$ cat src/rtl/lirc_pkg.sv
`default_nettype none

package lirc_pkg;

  // Depth of the impulse response store and of the sample history.
  localparam int MAX_TAPS = 256;
  localparam int TAP_W    = $clog2(MAX_TAPS);

  localparam int SAMPLE_W = 16;
  localparam int INDEX_W  = 8;
  localparam int TAPCNT_W = 9;
  localparam int FRAC_W   = 15;
  localparam int PROD_W   = 2 * SAMPLE_W;
  // Products are Q2.30; the sum of MAX_TAPS of them needs TAP_W more bits and a guard bit.
  localparam int ACC_W    = PROD_W + TAP_W + 1;
  localparam int CMP_W    = (TAP_W + 1 > TAPCNT_W) ? TAP_W + 1 : TAPCNT_W;

  localparam logic KIND_COEF   = 1'b0;
  localparam logic KIND_SAMPLE = 1'b1;

  typedef struct packed {
    logic shift_in;
    logic rotate;
  } cell_ctrl_t;

  typedef struct packed {
    logic term_en;
    logic first;
    logic last;
  } mac_ctrl_t;

endpackage

`default_nettype wire

$ cat src/rtl/lirc_mac.sv
`default_nettype none

module lirc_mac (
  input  logic                                 clk_i,
  input  logic                                 rst_ni,
  input  lirc_pkg::mac_ctrl_t                  ctrl_i,
  input  logic signed [lirc_pkg::SAMPLE_W-1:0] coef_i,
  input  logic signed [lirc_pkg::SAMPLE_W-1:0] samp_i,
  output logic                                 res_valid_o,
  output logic signed [lirc_pkg::SAMPLE_W-1:0] res_o
);
  import lirc_pkg::*;

  localparam int RND_W = ACC_W - FRAC_W;
  localparam logic signed [RND_W-1:0] SAT_MAX = $signed(RND_W'(32767));
  localparam logic signed [RND_W-1:0] SAT_MIN = $signed(RND_W'(-32768));
  localparam logic signed [ACC_W-1:0] HALF    = $signed(ACC_W'(1 << (FRAC_W - 1)));

  logic signed [PROD_W-1:0] prod_q, prod_d;
  logic signed [ACC_W-1:0]  acc_q, acc_d;
  logic signed [ACC_W-1:0]  biased;
  logic signed [RND_W-1:0]  rnd;
  logic                     first_q, last_q, res_valid_q;

  // Terms beyond the tap count enter as zero.
  assign prod_d = ctrl_i.term_en ? PROD_W'(coef_i) * PROD_W'(samp_i) : '0;
  assign acc_d  = first_q ? ACC_W'(prod_q) : acc_q + ACC_W'(prod_q);

  always_ff @(posedge clk_i) begin
    prod_q <= prod_d;
    acc_q  <= acc_d;
  end

  always_ff @(posedge clk_i or negedge rst_ni) begin
    if (!rst_ni) begin
      first_q     <= 1'b0;
      last_q      <= 1'b0;
      res_valid_q <= 1'b0;
    end else begin
      first_q <= ctrl_i.first;
      last_q  <= ctrl_i.last;
      if (ctrl_i.first) begin
        res_valid_q <= 1'b0;
      end else if (last_q) begin
        res_valid_q <= 1'b1;
      end
    end
  end

  // Halves round towards plus infinity, then the result is clipped to Q1.15.
  assign biased = acc_q + HALF;
  assign rnd    = $signed(biased[ACC_W-1:FRAC_W]);

  always_comb begin
    priority if (rnd > SAT_MAX) begin
      res_o = SAT_MAX[SAMPLE_W-1:0];
    end else if (rnd < SAT_MIN) begin
      res_o = SAT_MIN[SAMPLE_W-1:0];
    end else begin
      res_o = rnd[SAMPLE_W-1:0];
    end
  end

  assign res_valid_o = res_valid_q;

endmodule

`default_nettype wire

$ cat config.mk
export PLATFORM = sky130hd
export DESIGN_NAME = lirc_mac
export DESIGN_NICKNAME = d
export VERILOG_FILES = /design/src/rtl/lirc_pkg.sv /design/src/rtl/lirc_mac.sv
export SDC_FILE = /design/constraint.sdc
export NUM_CORES = 1
export LEC_CHECK = 0
export ABC_AREA = 0
export BUFFER_PORTS_ARGS = -buffer_cell sky130_fd_sc_hd__buf_2
export CAP_MARGIN = 20
export CORE_ASPECT_RATIO = 1.2
export CORE_MARGIN = 2
export CORE_UTILIZATION = 45
export CTS_CLUSTER_SIZE = 14
export DETAILED_ROUTE_END_ITERATION = 8
export REMOVE_ABC_BUFFERS = 1
export SETUP_SLACK_MARGIN = 0.4
export SLEW_MARGIN = 20
export SYNTH_ARGS = -nofsm -noshare
export SYNTH_HDL_FRONTEND = slang
export SYNTH_SLANG_ARGS = --single-unit
$ cat constraint.sdc
create_clock -name clk_i -period 3.8 [get_ports clk_i]
set_clock_uncertainty 0.1 [all_clocks]
set_input_delay 0.19 -clock clk_i [delete_from_list [all_inputs] [get_ports clk_i]]
set_output_delay 0.19 -clock clk_i [all_outputs]
set_load 0.03 [all_outputs]
==> run_results.csv <==
group,metric,value,unit
detailed_routing,vias,11662,
clock_tree,clk_path_buf_depth,2,
setup_path,cpMostUsedCell,"inv_2",
sta,maxSlewHeadroom,53.19,%
clock_tree,cts_tree,"yes",
global_route,grt_max_degree,48,
place,place_area,0.01646,mm^2
setup_path,end_kind,"register",
sta,fin_crit,5.691,ns
logic_synthesis,syn_avg_cell_area,8.670,um^2
logic_synthesis,ys_async_sr_fraction,3.947,%
job,max_cap_violations,0,
setup_path,crit_start,"coef_i[6]",
logic_synthesis,ys_ff_latch,76,
sta,fin_crit_sh,149.8,%
setup_path,r2r_start,"prod_q[6]",
final_layout,syn2layout_area_growth,25.93,%
sta,fin_setup_tns,-32.74,ns
logic_synthesis,synth_cell_type_count,68,
setup_path,path_cells,"buf_8 > and2_4 > fa_1 > inv_2 > fa_2 > fa_2 > fa_1 > inv_2 > fa_1 > inv_2 > fa_2 > inv_2 > ha_4 > a21oi_2 > o21ai_2 > a31oi_4 > a211o_4 > o21ai_2 > a41o_1 > or4_4 > a41oi_2 > xnor2_1 > and2_1",
logic_synthesis,syn_inst,1685,
global_route,antenna_found_initial,0,
final_layout,multi_input_area,0.01238,mm^2
logic_synthesis,syn-cell-area,0.01461,mm^2
sta,fmax,175.7,MHz
detailed_routing,vias_per_cell,5.001,
logic_synthesis,ys_warn_count,0,
outcome,outcome,"finished with violations",
global_route,grt_pass1_wl,59.20,mm
setup_path,worst-setup-path-type,"in2reg",
setup_path,worst-path-max-fanout,11,
sta,setup_ws,-1.891,ns
clock_tree,clock_latency,0.34,ns
place,dp_hpwl,28.02,mm
final_layout,drive_gt1_share,25.61,%
floorplanning,core_area,0.03207,mm^2
floorplanning,start_util,45.55,%
final_layout,fill_cells,2819,
setup_path,cp-start-kind,"input pin",
clock_tree,clk_pin_slew,0.06,ns
floorplanning,dieArea,0.03393,mm^2
setup_path,required,3.94,ns
sta,hold_violations,0,
global_route,overflow,0,
global_route,grt_pass1_vias,12692,
floorplanning,rows,72,
outcome,violations,"setup timing",
final_layout,regArea,0.001538,mm^2
detailed_routing,drtPass1Iterations,4,
detailed_routing,drtIter0Drc,333,
final_layout,fin_util,57.36,%
setup_path,cpPeakStageDelay,0.56,ns
final_layout,diodes,0,
logic_synthesis,synth-edff-count,0,
final_layout,design_area,0.01840,mm^2
clock_tree,cts_inserted_buffers,9,
final_layout,layout_commonest_cell,"inv_1",
setup_path,critPathSlowestCell,"fa_1",
floorplanning,die_w,168.5,um
floorplanning,ios,54,
setup_path,worstRegToRegCells,11,
min_path,hold_path.class,"in2async",
detailed_routing,drt-total-wl,34.31,mm
clock_tree,htree_levels,3,
clock_tree,root_buffer,"clkbuf_16",
logic_synthesis,synth_area_leaders,"fa_1 (36%), ha_1 (11%), dfxtp_1 (10%)",
setup_path,cp-endpoint,"prod_q[29]",
clock_tree,clock_sinks,76,
setup_path,timing.rr.end,"acc_q[39]",
setup_path,regToRegSetupSlack,0.60,ns
sta,maxSlewViolCount,0,
place,io_buffers,53,
final_layout,fin_nets,2344,
detailed_routing,drcViolationCount,0,
floorplanning,die-height,201.4,um
setup_path,worstPathArrival,5.83,ns
logic_synthesis,synth_flop_cell,"dfxtp_1",
place,gp_congestion,0.8634,
global_route,grt_util_all_layers,21.01,%
detailed_routing,drtAntennaViolNets,0,
sta,rsz0062_at_grt,"true",
final_layout,final_cell_mix,"inv_1 (298), fa_1 (245), nand2_1 (176)",
sta,worst_pin_slew,0.7022,ns
detailed_routing,routedWlPerCell,14.71,um
logic_synthesis,yosysTopAreaCell,"fa_1",
logic_synthesis,synth.top_cell.area_share,36.04,%
sta,setup_viol,24,
logic_synthesis,ys_seq_area_share,10.52,%
-- worst min-delay path by stage --
| stage | startpoint | end | cells after the start |
|---|---|---|---|
| after floorplan | rst_ni | first_q | 0 |
| after global placement | rst_ni | last_q | 1 |
| after detailed placement | rst_ni | res_valid_o | 1 |
| after CTS | rst_ni | res_valid_o | 2 |
| after global routing | rst_ni | res_valid_o | 2 |
| final | rst_ni | first_q | 2 |
-- worst max-delay path: cells and delay by family --
kind,cells,cell delay (ns)
buffers and inverters,5,0.31
AND/OR/NAND/NOR,3,0.84
XOR/XNOR,1,0.09
adder cells (fa/ha/maj),7,3.24
AO/OA/AOI/OAI,7,1.15
-- synth_stat cells, types with 6 or more instances --
master,n
o21ai_0,85
a211oi_1,6
o21bai_1,7
nand3_1,22
ha_1,123
a211o_1,6
fa_1,263
xnor2_1,45
dfxtp_1,73
xor2_1,35
a21o_1,31
nand2_1,186
and3_1,16
a31oi_1,10
and2_1,136
inv_1,349
nor3_1,9
nor2b_1,9
nor2_1,60
a21oi_1,66
nand4_1,9
nand2b_1,16
o21a_1,6
clkbuf_1,50
-- what timing repair did --
action	4_1_cts	5_1_grt
hold buffers	3	0
endpoints found under the hold margin	6	0
endpoints found under the setup margin	27	50
gates cloned	3	0
pin swaps	151	30
resized for setup	267	61
setup buffers	39	10
-- stage by stage --
stage / cells / hold WS [ns] / setup slack (ns)
after floorplan: 1633 / -0.2056 / -2.141
after global placement: 2262 / -0.1150 / -2.443
after detailed placement: 2262 / -0.1118 / -2.597
after global routing: 2332 / 0.07855 / -2.012
final: 2332 / 0.06035 / -1.891
after CTS: 2322 / 0.04851 / -1.773
-- cell families after synthesis --
| group | Yosys count | synth area share, % |
|---|---|---|
| buffers and inverters | 401 | 10.32 |
| flip-flops | 76 | 10.52 |
| adder cells (fa/ha/maj) | 386 | 46.57 |
| XOR/XNOR | 80 | 4.796 |
| AND/OR/NAND/NOR | 482 | 16.49 |
| AO/OA/AOI/OAI | 255 | 10.95 |
| multiplexers | 5 | 0.3512 |
-- routing by layer --
layer	share of wire [%]	vias to the layer above	GRT usage [%]	routed length, um
met2	51	154	38.86	17620
li1	-	5701	-	-
met5	0	-	0	0
met1	45	5767	26.88	15500
met3	1.9	40	1.338	647
met4	1.6	0	4.741	538
-- registers in the layout, indices dropped and copies added, names as in the netlist --
register and cells:
acc_q 41, prod_q 32, first_q 1, last_q 1, res_valid_o 1
-- final cells by class --
class | count | share of cell area, %
inverter | 349 | 7.121
sequential | 76 | 8.359
multi-input combinational | 1208 | 67.27
timing repair buffer | 277 | 12.98
clock inverter | 5 | 0.1972
tap | 407 | 2.768
clock buffer | 10 | 1.299
Power is not shown: default switching activity piles up to over one toggle a cycle in this logic, so the estimate is an artifact.
