$ cat src/rtl/lirc_pkg.sv
`default_nettype none

package lirc_pkg;

  // Depth of the impulse response store and of the sample history.
  localparam int MAX_TAPS = 256;
  localparam int TAP_W    = $clog2(MAX_TAPS);

  localparam int SAMPLE_W = 16;
  localparam int INDEX_W  = 8;
  localparam int TAPCNT_W = 9;
  localparam int FRAC_W   = 15;
  localparam int PROD_W   = 2 * SAMPLE_W;
  // Products are Q2.30; the sum of MAX_TAPS of them needs TAP_W more bits and a guard bit.
  localparam int ACC_W    = PROD_W + TAP_W + 1;
  localparam int CMP_W    = (TAP_W + 1 > TAPCNT_W) ? TAP_W + 1 : TAPCNT_W;

  localparam logic KIND_COEF   = 1'b0;
  localparam logic KIND_SAMPLE = 1'b1;

  typedef struct packed {
    logic shift_in;
    logic rotate;
  } cell_ctrl_t;

  typedef struct packed {
    logic term_en;
    logic first;
    logic last;
  } mac_ctrl_t;

endpackage

`default_nettype wire

$ cat src/rtl/lirc_cell.sv
`default_nettype none

module lirc_cell (
  input  logic                                 clk_i,
  input  logic                                 rst_ni,
  input  lirc_pkg::cell_ctrl_t                 ctrl_i,
  input  logic                                 coef_we_i,
  input  logic signed [lirc_pkg::SAMPLE_W-1:0] coef_wdata_i,
  input  logic signed [lirc_pkg::SAMPLE_W-1:0] samp_prev_i,
  input  logic signed [lirc_pkg::SAMPLE_W-1:0] coef_next_i,
  input  logic signed [lirc_pkg::SAMPLE_W-1:0] samp_next_i,
  output logic signed [lirc_pkg::SAMPLE_W-1:0] coef_o,
  output logic signed [lirc_pkg::SAMPLE_W-1:0] samp_o
);
  import lirc_pkg::*;

  logic signed [SAMPLE_W-1:0] coef_q, coef_d;
  logic signed [SAMPLE_W-1:0] samp_q, samp_d;

  // While rotating, both words move one cell towards the head of the ring.
  // A new sample pushes the history one cell away from the head.
  always_comb begin
    coef_d = coef_q;
    samp_d = samp_q;
    priority if (ctrl_i.rotate) begin
      coef_d = coef_next_i;
      samp_d = samp_next_i;
    end else if (ctrl_i.shift_in) begin
      samp_d = samp_prev_i;
    end else if (coef_we_i) begin
      coef_d = coef_wdata_i;
    end
  end

  always_ff @(posedge clk_i or negedge rst_ni) begin
    if (!rst_ni) begin
      coef_q <= '0;
      samp_q <= '0;
    end else begin
      coef_q <= coef_d;
      samp_q <= samp_d;
    end
  end

  assign coef_o = coef_q;
  assign samp_o = samp_q;

endmodule

`default_nettype wire

$ cat config.mk
export PLATFORM = sky130hd
export DESIGN_NAME = lirc_cell
export DESIGN_NICKNAME = d
export VERILOG_FILES = /design/src/rtl/lirc_pkg.sv /design/src/rtl/lirc_cell.sv
export SDC_FILE = /design/constraint.sdc
export NUM_CORES = 1
export LEC_CHECK = 0
export BUFFER_PORTS_ARGS = -buffer_cell sky130_fd_sc_hd__buf_2
export CAP_MARGIN = 0
export CORE_MARGIN = 2
export CORE_UTILIZATION = 39
export CTS_BUF_LIST = sky130_fd_sc_hd__clkbuf_8 sky130_fd_sc_hd__clkbuf_16
export CTS_CLUSTER_DIAMETER = 60
export DETAILED_ROUTE_END_ITERATION = 10
export PLACE_DENSITY = 0.87
export SLEW_MARGIN = 5
export SYNTH_ARGS = -nofsm -noshare
export SYNTH_HDL_FRONTEND = slang
export SYNTH_SLANG_ARGS = --single-unit
$ cat constraint.sdc
create_clock -name clk_i -period 0.8 [get_ports clk_i]
set_clock_uncertainty 0.15 [all_clocks]
set_input_delay 0.08 -clock clk_i [delete_from_list [all_inputs] [get_ports clk_i]]
set_output_delay 0.08 -clock clk_i [all_outputs]
set_load 0.005 [all_outputs]
==> impl_metrics.env, run 1 <==
export IMPL_grt_pass1_vias=1591
export IMPL_crit_slowest_cell="dfrtp_1"
export IMPL_antenna_found_initial=0
export IMPL_drtPass1Iterations=5
export IMPL_drc=0
export IMPL_critical_path_class="reg2out"
export IMPL_leakagePower_nw=1.269
export IMPL_path_cells="buf_6, buf_6"
export IMPL_vias_per_cell=5.019
export IMPL_synth_avg_cell_area_um2=10.48
export IMPL_io_buffers=100
export IMPL_worst_slack_ns=-0.3281
export IMPL_cts_sinks=32
export IMPL_maxClockFrequency_mhz=886.4
export IMPL_hpwlAfterDp_um=3118
export IMPL_cp_top_family="flip-flops"
export IMPL_layout_min_cycle_time_ns=1.128
export IMPL_cp_num_buf_inv=2
export IMPL_gp_routability_congestion=0.7518
export IMPL_status="complete, but fails checks"
export IMPL_drt_total_wl_um=4442
export IMPL_ys_seq_area_share_pct=48.37
export IMPL_path_clk_slew_ns=0.07
export IMPL_tightest_slew_ns=0.2709
export IMPL_cp_start_kind="flop"
export IMPL_cts_made_buffers=5
export IMPL_num_vias=1596
export IMPL_hold_violations=32
export IMPL_setup_tns_ns=-9.164
export IMPL_critical_path_required_ns=0.57
export IMPL_arrival_ns=0.90
export IMPL_die_y_um=69.15
export IMPL_finalMaxSlewViolations=0
export IMPL_synthesis_area_um2=1655
export IMPL_yosysTopAreaCell="dfrtp_1"
export IMPL_crit_path_frequent_cell="buf_6"
export IMPL_die_area_um2=4782
export IMPL_final_common_cell="buf_2"
export IMPL_area_growth_pct=47.54
export IMPL_layout_drive_gt1_share_pct=49.25
export IMPL_failed_checks="hold timing, setup timing"
export IMPL_synth_top_cell_area_share_pct=48.37
export IMPL_track_usage_pct=18.50
export IMPL_ctsHoldBuffers=1
export IMPL_rows=23
export IMPL_yosys_top_cells_area="dfrtp_1 48%, nand4bb_1 11%, mux2i_1 9.7%"
export IMPL_avgRoutedWirePerCell_um=13.97
export IMPL_drt_iter0_drc=84
export IMPL_initial_utilization_pct=41.09
export IMPL_grt_max_degree=33
export IMPL_critical_path_max_fanout=2
export IMPL_max_slew_margin_rel_pct=81.94
export IMPL_hold_ws_ns=-0.1339
export IMPL_tritoncts="yes"
export IMPL_clkLatencyLatePin_ns=0.27
export IMPL_dp_slack_ns=-0.2211
export IMPL_grt_pass1_wl_um=7182
export IMPL_syn_inst=158
export IMPL_ys_seq_elements=32
export IMPL_nNetsFinal=337
export IMPL_boundaryPins=101
export IMPL_diodes=0
export IMPL_synthDistinctLibCells=14
export IMPL_hold_class="in2reg"
export IMPL_cp_end_kind="output pin"
export IMPL_die_w_um=69.15
export IMPL_finalSetupViolations=64
export IMPL_layout_common_cells="97 x buf_2, 32 x nand2_1, 32 x dfrtp_1"
export IMPL_coreArea_um2=4029
export IMPL_p_per_area_nw_per_um2=1608
export IMPL_cts_buffer_depth=2
export IMPL_ys_warn_count=0
export IMPL_htree_levels=2
export IMPL_drv_cap=0
export IMPL_fillers=348
export IMPL_rsz0062_at_grt="true"
export IMPL_overflow=0
export IMPL_period_share_pct=141.0
export IMPL_ant_nets=0
export IMPL_max_vdd_ir_drop_uv=580.6
export IMPL_synth_fp_nets=227
export IMPL_worst_path_largest_cell_delay_ns=0.40
export IMPL_root_buffer="clkbuf_8"
==> metrics by stage <==
step,instances,utilization [%],area (µm²),power [mW]
after global routing,318,60.62,2442,4.142
after CTS,316,59.88,2412,3.945
after global placement,306,56.02,2257,2.708
after floorplan,158,-,1670,2.270
final,318,60.62,2442,3.928
after detailed placement,306,56.02,2257,2.738
==> what timing repair did <==
item                       CTS  global route
gates resized for setup     11             2
cloned                       0             0
pin swaps                    9             2
hold endpoints to repair    64            32
buffers inserted             2             2
setup endpoints to repair   64            64
==> cells in the mapped netlist <==
master,count
o21ai_0,16
o311ai_1,8
clkbuf_1,5
o311ai_0,5
o311ai_2,3
dfrtp_1,32
buf_8,1
inv_1,16
and2b_4,1
buf_2,5
buf_6,2
mux2i_1,16
nand2_1,32
nand4bb_1,16
==> sequential cells by signal, indices dropped and copies added (netlist names) <==
name    cells
coef_o     16
samp_o     16
==> layout make-up <==
cell class | count | area [µm²] | share of cell area (%)
Clock buffer | 5 | 68.82 | 2.818
Multi-Input combinational cell | 97 | 750.7 | 30.74
Clock inverter | 2 | 8.758 | 0.3586
Tap cell | 50 | 62.56 | 2.561
Sequential cell | 32 | 800.8 | 32.79
Inverter | 16 | 60.06 | 2.459
Timing Repair Buffer | 116 | 690.7 | 28.28
==> worst paths after layout <==
| path | startpoint | to | slack (ns) | cells after the start |
|---|---|---|---|---|
| setup / recovery | coef_o[5] | coef_o[5] | -0.33 | 2 |
| hold / removal | samp_next_i[14] | samp_o[14] | -0.13 | 3 |
| setup reg to reg | samp_o[6] | samp_o[6] | -0.18 | 3 |
| hold reg to reg | coef_o[8] | coef_o[8] | 0.39 | 2 |
| max in group asynchronous | rst_ni | samp_o[8] | 0.16 | 3 |
| min in group asynchronous | rst_ni | coef_o[6] | 0.16 | 3 |
==> metal layers <==
metal / track usage, % / part of all wire (%)
met1: 21.44 / 39
met2: 33.33 / 53
met3: 4.240 / 6.4
met4: 6.318 / 1.4
met5: 0 / 0
==> cell families (layout without fill, tap and decap cells) <==
family,Yosys count,count (layout),share of synthesized area (%)
buf+inv,29,139,8.541
flops,32,32,48.38
simple gates,49,49,18.75
compound gates,32,32,14.66
mux,16,16,9.675
==> worst reg2reg max path, cell delays in order (launching register included) <==
cell and delay [ns]:
dfrtp_1 0.38, buf_4 0.13, mux2i_1 0.12, o21ai_1 0.08
==> report_power, final <==
group	internal [mW]	total (mW)	switching, mW
registers	1.78	1.86	0.0831
clock network	0.577	1.13	0.554
logic	0.521	0.937	0.416
total	2.87	3.93	1.05
Power figures use the tool's default switching activity.
==> run 2: changes to the inputs <==
- clock period: 0.8 -> 1 ns (I/O delays scaled with it)
==> run 2 against run 1 <==
Effect of this change:
- the run still ends with hold timing, setup timing left
- total power decreased by 16%
- routed wire length rose by 27%
- critical path type unchanged
- cell count rose by 17%
- global-route usage grew 4.3 points
- clock power fell by 20%
- sequential power is 19% lower
- non-clock buffer count is 53 higher
- critical path depth fell by 1
- sequential share of layout area fell by 6.0 points
==> impl_metrics.env, run 2 (synthesized netlist as in run 1, its figures left out) <==
export IMPL_die_w_um=69.15
export IMPL_max_vdd_ir_drop_uv=670.7
export IMPL_worst_path_largest_cell_delay_ns=0.40
export IMPL_grt_pass1_wl_um=8763
export IMPL_arrival_ns=0.81
export IMPL_layout_common_cells="97 x buf_2, 58 x dlygate4sd3_1, 32 x dfrtp_1"
export IMPL_rsz0062_at_grt="true"
export IMPL_crit_slowest_cell="dfrtp_1"
export IMPL_p_per_area_nw_per_um2=1107
export IMPL_worst_slack_ns=-0.06356
export IMPL_fillers=300
export IMPL_rows=23
export IMPL_hold_violations=1
export IMPL_htree_levels=2
export IMPL_hold_class="in2reg"
export IMPL_die_area_um2=4782
export IMPL_critical_path_required_ns=0.75
export IMPL_root_buffer="clkbuf_8"
export IMPL_grt_max_degree=52
export IMPL_path_clk_slew_ns=0.06
export IMPL_period_share_pct=106.4
export IMPL_nNetsFinal=390
export IMPL_cts_buffer_depth=2
export IMPL_initial_utilization_pct=41.09
export IMPL_drv_cap=0
export IMPL_boundaryPins=101
export IMPL_io_buffers=100
export IMPL_multi_input_area_um2=757.0
export IMPL_diodes=0
export IMPL_tritoncts="yes"
export IMPL_cp_num_buf_inv=1
export IMPL_gp_routability_congestion=0.8021
export IMPL_vias_per_cell=5.097
export IMPL_p_int_mw=2.420
export IMPL_clkLatencyLatePin_ns=0.28
export IMPL_p_comb_share_pct=27.5
export IMPL_drc=0
export IMPL_cp_end_kind="output pin"
export IMPL_coreArea_um2=4029
export IMPL_dp_cells=301
export IMPL_num_vias=1891
export IMPL_finalSetupViolations=34
export IMPL_max_slew_margin_rel_pct=81.68
export IMPL_critical_path_max_fanout=2
export IMPL_hold_ws_ns=-0.02567
export IMPL_cts_sinks=32
export IMPL_place_area_um2=2220
export IMPL_failed_checks="hold timing, setup timing"
export IMPL_regArea_um2=800.8
export IMPL_cts_made_buffers=5
export IMPL_track_usage_pct=22.85
export IMPL_overflow=0
export IMPL_path_cells="buf_2"
export IMPL_seqPwrFrac_pct=45.2
export IMPL_cp_start_kind="flop"
export IMPL_setup_tns_ns=-1.315
export IMPL_hpwlAfterDp_um=3106
export IMPL_layout_min_cycle_time_ns=1.064
export IMPL_leakagePower_nw=1.508
export IMPL_drtPass1Iterations=4
export IMPL_power_switching_mw=0.8884
export IMPL_layout_drive_gt1_share_pct=38.94
export IMPL_utilization_pct=74.19
export IMPL_drt_total_wl_um=5654
export IMPL_drt_iter0_drc=112
export IMPL_pwr_share_clk_pct=27.3
export IMPL_tightest_slew_ns=0.2749
export IMPL_final_common_cell="buf_2"
export IMPL_fin_cells=371
export IMPL_area_growth_pct=80.57
export IMPL_die_y_um=69.15
export IMPL_critical_path_class="reg2out"
export IMPL_ant_nets=0
export IMPL_finalMaxSlewViolations=0
export IMPL_avgRoutedWirePerCell_um=15.24
export IMPL_antenna_found_initial=0
export IMPL_dp_slack_ns=-0.09522
export IMPL_grt_pass1_vias=1949
export IMPL_status="complete, but fails checks"
export IMPL_maxClockFrequency_mhz=940.2
export IMPL_swShare_pct=26.85
export IMPL_cp_top_family="flip-flops"
export IMPL_finalPower_mw=3.309
export IMPL_fin_area_um2=2989
[run 2: cell type report]
type,count,area share [%]
clock buffer,5,2.302
clock inverter,2,0.2930
inverter,16,2.009
multi-input combinational,97,25.32
sequential,32,26.79
tap,50,2.093
timing repair buffer,169,41.19
[run 2: path summary, 6_finish.rpt]
kind / from / end / cells after the start / slack (ns)
max in group asynchronous: rst_ni / samp_o[6] / 3 / 0.38
setup / recovery: samp_o[11] / samp_o[11] / 1 / -0.06
setup reg to reg: samp_o[11] / samp_o[11] / 3 / -0.02
hold / removal: samp_prev_i[0] / samp_o[0] / 3 / -0.03
hold reg to reg: coef_o[15] / coef_o[15] / 2 / 0.42
min in group asynchronous: rst_ni / coef_o[4] / 3 / 0.15
[run 2: per-layer routing]
metal / GRT usage [%] / vias up / wire length (µm)
met4: 11.11 / 0 / 227
met3: 5.848 / 27 / 263
met1: 24.95 / 888 / 2132
li1: - / 889 / -
met5: 0 / - / 0
met2: 40.81 / 87 / 3030
[run 2: timing repair]
| item | 4_1_cts | 5_1_grt |
|---|---|---|
| buffers inserted | 4 | 1 |
| pin swaps | 0 | 9 |
| hold endpoints to repair | 64 | 1 |
| hold buffers | 60 | 1 |
| resized for setup | 1 | 26 |
| setup endpoints to repair | 33 | 51 |
[run 2: power groups by stage]
stage | registers, mW | clock network (mW) | logic (mW)
finish | 1.50 | 0.902 | 0.910
global route | 1.51 | 0.984 | 0.993
CTS | 1.49 | 0.936 | 0.848
detailed placement | 1.51 | 0 | 0.644
global placement | 1.51 | 0 | 0.622
floorplan | 1.52 | 0 | 0.274
